==> config.mk <==
export PLATFORM = sky130hd
export DESIGN_NAME = joystick_deadzone_axis_scaler
export DESIGN_NICKNAME = d
export VERILOG_FILES = /design/src/rtl/core/jdas_pkg.sv /design/src/rtl/core/joystick_deadzone_axis_scaler.sv
export SDC_FILE = /design/constraint.sdc
export NUM_CORES = 2
export LEC_CHECK = 0
export BUFFER_PORTS_ARGS = -buffer_cell sky130_fd_sc_hd__buf_2
export CORE_ASPECT_RATIO = 1.2
export CORE_MARGIN = 1.5
export CORE_UTILIZATION = 35
export CTS_BUF_LIST = sky130_fd_sc_hd__clkbuf_8
export DETAILED_ROUTE_END_ITERATION = 8
export MAX_ROUTING_LAYER = met4
export PLACE_DENSITY = 0.46
export RECOVER_POWER = 50
export SKIP_LAST_GASP = 1
export SYNTH_ARGS = -nofsm -noshare
export SYNTH_HDL_FRONTEND = slang
export SYNTH_SLANG_ARGS = --single-unit
==> constraint.sdc <==
create_clock -name clk_i -period 11.2 [get_ports clk_i]
set_input_delay 1.12 -clock clk_i [delete_from_list [all_inputs] [get_ports clk_i]]
set_output_delay 1.12 -clock clk_i [all_outputs]
set_load 0.01 [all_outputs]
==> src/rtl/core/jdas_pkg.sv <==
// Package for the joystick deadzone axis scaler: widths, register indexes,
// reset calibration and the per-axis calibration record.
// No dependencies.
package jdas_pkg;

  localparam int SAMPLE_BITS    = 10;
  localparam int AXIS_LIMIT     = 127;
  localparam int AXIS_BITS      = 8;
  localparam int NUM_AXES       = 2;

  // Quotient is saturated above AXIS_LIMIT, so only this many bits are resolved
  localparam int QUO_BITS       = $clog2(AXIS_LIMIT + 1);
  localparam int OFF_BITS       = SAMPLE_BITS + 1;
  localparam int NUM_BITS       = SAMPLE_BITS + QUO_BITS;
  localparam int SQ_BITS        = 2 * SAMPLE_BITS;

  localparam int CFG_IDX_BITS   = 3;
  localparam int CFG_DATA_BITS  = SAMPLE_BITS;
  localparam int IN_TDATA_BITS  = ((2 * SAMPLE_BITS + 7) / 8) * 8;
  localparam int OUT_TDATA_BITS = 2 * AXIS_BITS;

  typedef enum logic [CFG_IDX_BITS-1:0] {
    REG_ENABLE,
    REG_DZ_RADIUS,
    REG_X_NEG_END,
    REG_X_CENTER,
    REG_X_POS_END,
    REG_Y_NEG_END,
    REG_Y_CENTER,
    REG_Y_POS_END
  } cfg_reg_e;

  typedef struct packed {
    logic [SAMPLE_BITS-1:0] neg_end;
    logic [SAMPLE_BITS-1:0] center;
    logic [SAMPLE_BITS-1:0] pos_end;
  } axis_cal_t;

  localparam logic                   RST_ENABLE    = 1'b1;
  localparam logic [SAMPLE_BITS-1:0] RST_DZ_RADIUS = SAMPLE_BITS'(64);
  localparam axis_cal_t RST_X_CAL = '{neg_end: SAMPLE_BITS'(784),
                                      center:  SAMPLE_BITS'(444),
                                      pos_end: SAMPLE_BITS'(172)};
  localparam axis_cal_t RST_Y_CAL = '{neg_end: SAMPLE_BITS'(244),
                                      center:  SAMPLE_BITS'(532),
                                      pos_end: SAMPLE_BITS'(822)};

endpackage

==> src/rtl/core/joystick_deadzone_axis_scaler.sv <==
// Top level of the joystick deadzone axis scaler: calibration registers,
// deadzone test and a pipelined restoring divider per axis.
// Depends on jdas_pkg.

// While the output is not stalled, one X/Y sample pair enters per clock, its pair
// of signed axis values leaves through the stages below, and the sustained rate is
// one word per cycle. The pipeline has three set-up stages (centre offsets; squares
// and scaled numerators; deadzone test and divisor choice), then one stage per
// quotient bit of a restoring divider (seven for a limit of 127), then the output
// register. Each stage has its own valid bit and a stage holds only when it is
// full and the one after it cannot take its word, so bubbles squeeze out during a
// stall and a waiting result does not block input until the pipeline is full.
// Calibration and enable are plain write-only registers; write them only while
// the pipeline is empty.
module joystick_deadzone_axis_scaler (
  input  logic                                 clk_i,
  input  logic                                 rst_ni,
  // configuration write port
  input  logic                                 cfg_we_i,
  input  logic [jdas_pkg::CFG_IDX_BITS-1:0]    cfg_idx_i,
  input  logic [jdas_pkg::CFG_DATA_BITS-1:0]   cfg_data_i,
  // sample stream in
  input  logic                                 s_axis_tvalid,
  output logic                                 s_axis_tready,
  input  logic [jdas_pkg::IN_TDATA_BITS-1:0]   s_axis_tdata,   // raw_x, raw_y, zero pad
  // axis stream out
  output logic                                 m_axis_tvalid,
  input  logic                                 m_axis_tready,
  output logic [jdas_pkg::OUT_TDATA_BITS-1:0]  m_axis_tdata    // axis_x, axis_y
);
  import jdas_pkg::*;

  localparam int NUM_STAGES = 3 + QUO_BITS + 1;
  localparam int ST_DIV     = 3;
  localparam int ST_OUT     = NUM_STAGES - 1;
  localparam logic [QUO_BITS-1:0]  LIMIT_Q   = QUO_BITS'(AXIS_LIMIT);
  localparam logic [AXIS_BITS-1:0] LIMIT_OUT = AXIS_BITS'(AXIS_LIMIT);

  // ---------------------------------------------------------------------------
  // Configuration registers
  // ---------------------------------------------------------------------------
  logic                   enable_q;
  logic [SAMPLE_BITS-1:0] radius_q;
  axis_cal_t              cal_q [NUM_AXES];

  always_ff @(posedge clk_i or negedge rst_ni) begin
    if (!rst_ni) begin
      enable_q <= RST_ENABLE;
      radius_q <= RST_DZ_RADIUS;
      cal_q[0] <= RST_X_CAL;
      cal_q[1] <= RST_Y_CAL;
    end else if (cfg_we_i) begin
      unique case (cfg_reg_e'(cfg_idx_i))
        REG_ENABLE:    enable_q           <= cfg_data_i[0];
        REG_DZ_RADIUS: radius_q           <= cfg_data_i;
        REG_X_NEG_END: cal_q[0].neg_end   <= cfg_data_i;
        REG_X_CENTER:  cal_q[0].center    <= cfg_data_i;
        REG_X_POS_END: cal_q[0].pos_end   <= cfg_data_i;
        REG_Y_NEG_END: cal_q[1].neg_end   <= cfg_data_i;
        REG_Y_CENTER:  cal_q[1].center    <= cfg_data_i;
        REG_Y_POS_END: cal_q[1].pos_end   <= cfg_data_i;
        default: ;
      endcase
    end
  end

  // ---------------------------------------------------------------------------
  // Per-stage flow control: a stage advances when empty or when the next
  // stage advances too.
  // ---------------------------------------------------------------------------
  logic [NUM_STAGES-1:0] valid_q;
  logic [NUM_STAGES:0]   adv;

  always_comb begin
    adv[NUM_STAGES] = m_axis_tready;
    for (int k = NUM_STAGES - 1; k >= 0; k--) begin
      adv[k] = !valid_q[k] || adv[k+1];
    end
  end

  assign s_axis_tready = adv[0];
  assign m_axis_tvalid = valid_q[ST_OUT];

  always_ff @(posedge clk_i or negedge rst_ni) begin
    if (!rst_ni) begin
      valid_q <= '0;
    end else begin
      if (adv[0]) valid_q[0] <= s_axis_tvalid;
      for (int k = 1; k < NUM_STAGES; k++) begin
        if (adv[k]) valid_q[k] <= valid_q[k-1];
      end
    end
  end

  // ---------------------------------------------------------------------------
  // Stage 0: offsets from the calibrated centres
  // ---------------------------------------------------------------------------
  logic [SAMPLE_BITS-1:0]     raw [NUM_AXES];
  logic signed [OFF_BITS-1:0] dx_d [NUM_AXES];
  logic signed [OFF_BITS-1:0] dx_q [NUM_AXES];

  assign raw[0] = s_axis_tdata[SAMPLE_BITS-1:0];
  assign raw[1] = s_axis_tdata[2*SAMPLE_BITS-1:SAMPLE_BITS];

  always_comb begin
    for (int a = 0; a < NUM_AXES; a++) begin
      dx_d[a] = $signed({1'b0, raw[a]}) - $signed({1'b0, cal_q[a].center});
    end
  end

  // ---------------------------------------------------------------------------
  // Stage 1: squares for the radial test and |offset| * limit
  // ---------------------------------------------------------------------------
  logic [SAMPLE_BITS-1:0] absdx   [NUM_AXES];
  logic [SQ_BITS-1:0]     sq_d    [NUM_AXES];
  logic [NUM_BITS-1:0]    mag1_d  [NUM_AXES];
  logic [SQ_BITS-1:0]     sq_q    [NUM_AXES];
  logic [NUM_BITS-1:0]    mag1_q  [NUM_AXES];
  logic                   nneg1_q [NUM_AXES];
  logic                   nz1_q   [NUM_AXES];
  logic [SQ_BITS-1:0]     rsq_d;
  logic [SQ_BITS-1:0]     rsq_q;
  logic signed [OFF_BITS-1:0] negdx [NUM_AXES];

  always_comb begin
    for (int a = 0; a < NUM_AXES; a++) begin
      negdx[a]  = -dx_q[a];
      absdx[a]  = dx_q[a][OFF_BITS-1] ? negdx[a][SAMPLE_BITS-1:0] : dx_q[a][SAMPLE_BITS-1:0];
      sq_d[a]   = SQ_BITS'(absdx[a]) * SQ_BITS'(absdx[a]);
      mag1_d[a] = NUM_BITS'(absdx[a]) * NUM_BITS'(LIMIT_Q);
    end
    rsq_d = SQ_BITS'(radius_q) * SQ_BITS'(radius_q);
  end

  // ---------------------------------------------------------------------------
  // Stage 2: deadzone test, divisor choice, saturation check
  // ---------------------------------------------------------------------------
  logic [SQ_BITS:0]           len2;
  logic                       in_dz;
  logic signed [OFF_BITS-1:0] div1   [NUM_AXES];
  logic signed [OFF_BITS-1:0] div2   [NUM_AXES];
  logic signed [OFF_BITS-1:0] dsel   [NUM_AXES];
  logic signed [OFF_BITS-1:0] ndiv1  [NUM_AXES];
  logic signed [OFF_BITS-1:0] ndsel  [NUM_AXES];
  logic [SAMPLE_BITS-1:0]     adiv1  [NUM_AXES];
  logic [SAMPLE_BITS-1:0]     dmag_d [NUM_AXES];
  logic                       pos1   [NUM_AXES];
  logic                       neg_d  [NUM_AXES];
  logic                       zero_d [NUM_AXES];
  logic                       sat_d  [NUM_AXES];

  always_comb begin
    len2  = (SQ_BITS+1)'(sq_q[0]) + (SQ_BITS+1)'(sq_q[1]);
    in_dz = len2 < {1'b0, rsq_q};
    for (int a = 0; a < NUM_AXES; a++) begin
      div1[a]  = $signed({1'b0, cal_q[a].center}) - $signed({1'b0, cal_q[a].neg_end});
      div2[a]  = $signed({1'b0, cal_q[a].pos_end}) - $signed({1'b0, cal_q[a].center});
      ndiv1[a] = -div1[a];
      adiv1[a] = div1[a][OFF_BITS-1] ? ndiv1[a][SAMPLE_BITS-1:0] : div1[a][SAMPLE_BITS-1:0];
      // first quotient is positive: non-zero, same signs, magnitude reaches one
      pos1[a]  = (div1[a] != '0) && nz1_q[a] && (nneg1_q[a] == div1[a][OFF_BITS-1])
                 && (mag1_q[a] >= NUM_BITS'(adiv1[a]));
      dsel[a]  = pos1[a] ? div2[a] : div1[a];
      ndsel[a] = -dsel[a];
      dmag_d[a] = dsel[a][OFF_BITS-1] ? ndsel[a][SAMPLE_BITS-1:0]
                                      : dsel[a][SAMPLE_BITS-1:0];
      neg_d[a]  = nneg1_q[a] ^ dsel[a][OFF_BITS-1];
      zero_d[a] = !enable_q || in_dz || (dsel[a] == '0);
      sat_d[a]  = mag1_q[a] >= {dmag_d[a], QUO_BITS'(0)};
    end
  end

  // ---------------------------------------------------------------------------
  // Restoring divider, one quotient bit per stage, most significant first
  // ---------------------------------------------------------------------------
  logic [NUM_BITS-1:0]    rem_q  [QUO_BITS+1][NUM_AXES];
  logic [QUO_BITS-1:0]    quo_q  [QUO_BITS+1][NUM_AXES];
  logic [SAMPLE_BITS-1:0] dmag_q [QUO_BITS+1][NUM_AXES];
  logic                   neg_q  [QUO_BITS+1][NUM_AXES];
  logic                   zero_q [QUO_BITS+1][NUM_AXES];
  logic                   sat_q  [QUO_BITS+1][NUM_AXES];

  logic [NUM_BITS-1:0]    dsh    [QUO_BITS][NUM_AXES];
  logic                   take   [QUO_BITS][NUM_AXES];
  logic [NUM_BITS-1:0]    rem_d  [QUO_BITS][NUM_AXES];
  logic [QUO_BITS-1:0]    quo_d  [QUO_BITS][NUM_AXES];

  always_comb begin
    for (int j = 0; j < QUO_BITS; j++) begin
      for (int a = 0; a < NUM_AXES; a++) begin
        dsh[j][a]   = NUM_BITS'(dmag_q[j][a]) << (QUO_BITS - 1 - j);
        take[j][a]  = rem_q[j][a] >= dsh[j][a];
        rem_d[j][a] = take[j][a] ? (rem_q[j][a] - dsh[j][a]) : rem_q[j][a];
        quo_d[j][a] = quo_q[j][a];
        quo_d[j][a][QUO_BITS-1-j] = take[j][a];
      end
    end
  end

  // ---------------------------------------------------------------------------
  // Output: apply sign, clamp to the limit, force zero
  // ---------------------------------------------------------------------------
  logic [AXIS_BITS-1:0] lim    [NUM_AXES];
  logic [AXIS_BITS-1:0] axis_d [NUM_AXES];
  logic [AXIS_BITS-1:0] axis_q [NUM_AXES];

  always_comb begin
    for (int a = 0; a < NUM_AXES; a++) begin
      lim[a] = (sat_q[QUO_BITS][a] || (quo_q[QUO_BITS][a] > LIMIT_Q))
               ? LIMIT_OUT : AXIS_BITS'(quo_q[QUO_BITS][a]);
      if (zero_q[QUO_BITS][a]) begin
        axis_d[a] = '0;
      end else if (neg_q[QUO_BITS][a]) begin
        axis_d[a] = ~lim[a] + AXIS_BITS'(1);
      end else begin
        axis_d[a] = lim[a];
      end
    end
  end

  assign m_axis_tdata = {axis_q[1], axis_q[0]};

  // ---------------------------------------------------------------------------
  // Payload registers: load whenever the stage advances
  // ---------------------------------------------------------------------------
  always_ff @(posedge clk_i) begin
    if (adv[0]) begin
      for (int a = 0; a < NUM_AXES; a++) dx_q[a] <= dx_d[a];
    end
    if (adv[1]) begin
      rsq_q <= rsq_d;
      for (int a = 0; a < NUM_AXES; a++) begin
        sq_q[a]    <= sq_d[a];
        mag1_q[a]  <= mag1_d[a];
        nneg1_q[a] <= dx_q[a][OFF_BITS-1];
        nz1_q[a]   <= dx_q[a] != '0;
      end
    end
    if (adv[2]) begin
      for (int a = 0; a < NUM_AXES; a++) begin
        rem_q[0][a]  <= mag1_q[a];
        quo_q[0][a]  <= '0;
        dmag_q[0][a] <= dmag_d[a];
        neg_q[0][a]  <= neg_d[a];
        zero_q[0][a] <= zero_d[a];
        sat_q[0][a]  <= sat_d[a];
      end
    end
    for (int j = 0; j < QUO_BITS; j++) begin
      if (adv[ST_DIV+j]) begin
        for (int a = 0; a < NUM_AXES; a++) begin
          rem_q[j+1][a]  <= rem_d[j][a];
          quo_q[j+1][a]  <= quo_d[j][a];
          dmag_q[j+1][a] <= dmag_q[j][a];
          neg_q[j+1][a]  <= neg_q[j][a];
          zero_q[j+1][a] <= zero_q[j][a];
          sat_q[j+1][a]  <= sat_q[j][a];
        end
      end
    end
    if (adv[ST_OUT]) begin
      for (int a = 0; a < NUM_AXES; a++) axis_q[a] <= axis_d[a];
    end
  end

endmodule

==> impl_metrics.json <==
{
  "post_cts_resized": 0,
  "start_util_pct": 35.2,
  "ys_seq_elements": 695,
  "synthFlopType": "edfxtp_1",
  "final_layout_size_suffix_gt1_share_pct": 8.92,
  "cts-root-buf": "clkbuf_8",
  "synth_cell_types": 83,
  "clkTransAtPathRegs_ns": 0.06,
  "violations": "capacitance limit, slew limit",
  "fmax_ghz": 0.128,
  "wl_per_cell_um": 15.6,
  "yosys.cell_count.top_type": "edfxtp_1",
  "drt-total-wl_um": 97300,
  "period_share_pct": 69.7,
  "synth_common_cells": "613 x edfxtp_1, 590 x inv_1, 507 x ha_1",
  "grt_pass1_wl_um": 157000,
  "synth_warnings": 0,
  "synthDominantCellAreaShare_pct": 39.1,
  "fin_crit_ns": 7.81,
  "worstMarginPinSlew_ns": 3.73,
  "cts_buffers": 120,
  "die-area_um2": 137000,
  "hold_viol_final": 0,
  "slew_viol_final": 282,
  "syn_nets": 4953,
  "netlist_area_um2": 47000,
  "syn_inst": 4185,
  "setup_viol": 0,
  "hold_buffers": 0,
  "top_layer_used": "met4",
  "rsz0062_at_grt": "false",
  "port-buffer-count": 55,
  "viasPerCell": 4.73,
  "grt_pass1_vias": 30500,
  "first_iter_violations": 942,
  "wl_met3_um": 2930,
  "cts_tree": "done",
  "pre_cts_slack_ns": 3.31,
  "setup_slack_ns": 3.39,
  "vias": 29400,
  "final_area_um2": 51900,
  "postSynth.asyncResetShare_pct": 11.8,
  "drcViolationCount": 0,
  "clock_skew_ns": 0.0870,
  "n_fill_cell": 13300,
  "coreArea_um2": 134000,
  "maxCapViolations": 4,
  "multiInputGateArea_um2": 24100,
  "place_area_um2": 49600,
  "slew_headroom_pct": -148,
  "hpwl_um": 77300,
  "place.gp.congestion": 0.841,
  "grt_start_max_net_pins": 74,
  "die_w_um": 338,
  "wirelength_met1_um": 40300,
  "antenna_found_initial": 7,
  "pin_count": 60,
  "clock_sinks": 695,
  "cp.required_ns": 11.73,
  "crit_type": "reg2reg",
  "tns_ns": 0,
  "status": "finished, violations left",
  "ys_top_cells_by_area": "edfxtp_1 39%, ha_1 13%, fa_1 9.3%",
  "cts_setup_buffers": 0,
  "arrival_ns": 8.34,
  "synth_seq_area_share_pct": 43.6,
  "syn_avg_cell_area_um2": 11.2,
  "hold_path_class": "reg2reg",
  "worstSetupEndpointType": "flip-flop",
  "die_h_um": 405,
  "synth_edf_count": 613,
  "wl_met2_um": 49900,
  "critical_path.startpoint_type": "flip-flop",
  "critPathMaxFanout": 12,
  "clk_path_buf_depth": 3,
  "area_growth_pct": 10.4,
  "clock_latency_ns": 0.88,
  "drt_first_pass_iters": 4,
  "drtAntennaViolNets": 0,
  "nNetsFinal": 5095,
  "regArea_um2": 20500,
  "num_rows": 147,
  "cts_max_level": 3,
  "gr-total-overflow": 0,
  "synth.largest_area_cell": "edfxtp_1",
  "grt_use_total_pct": 15.0
}
==> final cells by class <==
type,count,area share [%]
Tap cell,1788,4.31
Inverter,593,4.29
Antenna cell,6,0.0289
Clock buffer,131,3.47
Clock inverter,93,1.14
Timing Repair Buffer,81,0.824
Multi-Input combinational cell,2836,46.5
Sequential cell,695,39.5
==> metrics by stage <==
stage               util [%]  cells  hold WS (ns)
floorplan                  -   4185         0.400
global placement        37.1   5993         0.401
detailed placement      37.1   5993         0.405
CTS                     38.9   6217       0.00881
global route            38.9   6222         0.373
finish                  38.9   6223         0.363
==> cell families (layout without fill, tap and decap cells) <==
kind of cell | after synthesis | count (layout) | share of synthesized area (%)
multiplexers | 133 | 133 | 3.13
other | 0 | 6 | 0
AND/OR/NAND/NOR | 982 | 982 | 10.2
adder cells (fa/ha/maj) | 726 | 726 | 22.8
buffers and inverters | 654 | 898 | 5.23
XOR/XNOR | 312 | 312 | 5.81
AO/OA/AOI/OAI | 683 | 683 | 9.24
flip-flops | 695 | 695 | 43.6
==> worst max-delay path: stages (launching register included) <==
cell,delay [ns]
edfxtp_1,0.57
inv_1,0.40
ha_1,0.23
nand2_1,0.08
or2_2,0.31
o21ai_0,0.20
xnor2_1,0.30
clkinv_1,0.60
nor2_1,0.38
inv_1,0.10
fa_1,0.51
inv_1,0.05
fa_1,0.52
fa_1,0.44
fa_1,0.57
fa_1,0.43
ha_1,0.32
o21ai_0,0.12
a22o_1,0.30
o21ai_1,0.27
nor4_1,0.08
nor3_1,0.31
a41o_1,0.25
o41ai_1,0.08
xnor2_1,0.13
==> flip-flops by register name, indices dropped and copies added, names as in the netlist, 16 cells and up <==
register  flops
rem_q       238
zero_q       16
axis_q       16
sat_q        16
dx_q         22
cal_q        60
dmag_q      140
quo_q        56
neg_q        16
rsq_q        19
sq_q         38
mag1_q       32
==> per-layer routing <==
| layer | global-route usage [%] | vias to the layer above |
|---|---|---|
| met5 | - | - |
| met4 | 6.80 | 0 |
| met3 | 2.19 | 199 |
| met2 | 26.8 | 330 |
| met1 | 16.4 | 14000 |
| li1 | - | 14900 |
==> cell usage in the layout, fill, tap and decap left out, types with 104 or more instances in the layout <==
master	Yosys	layout
inv_1	590	630
edfxtp_1	613	613
ha_1	507	507
nor2_1	329	329
fa_1	219	219
nand2_1	213	211
xnor2_1	208	208
a21oi_1	192	192
o21ai_0	180	181
clkbuf_8	0	131
mux2_2	112	112
xor2_1	104	104
==> final timing paths <==
path                               from           end  slack, ns  cells past startpoint
setup / recovery             dx_q[0][0]   sq_q[0][19]       3.39                     24
hold / removal             quo_q[0][27]  quo_q[0][41]       0.36                      0
setup reg to reg             dx_q[0][0]   sq_q[0][19]       3.39                     24
hold reg to reg            quo_q[0][27]  quo_q[0][41]       0.36                      0
max in group asynchronous        rst_ni     cal_q[31]       6.54                      2
min in group asynchronous        rst_ni   valid_q[10]       0.46                      1
Power is not shown: default switching activity piles up to over one toggle a cycle in this logic, so the estimate is an artifact.
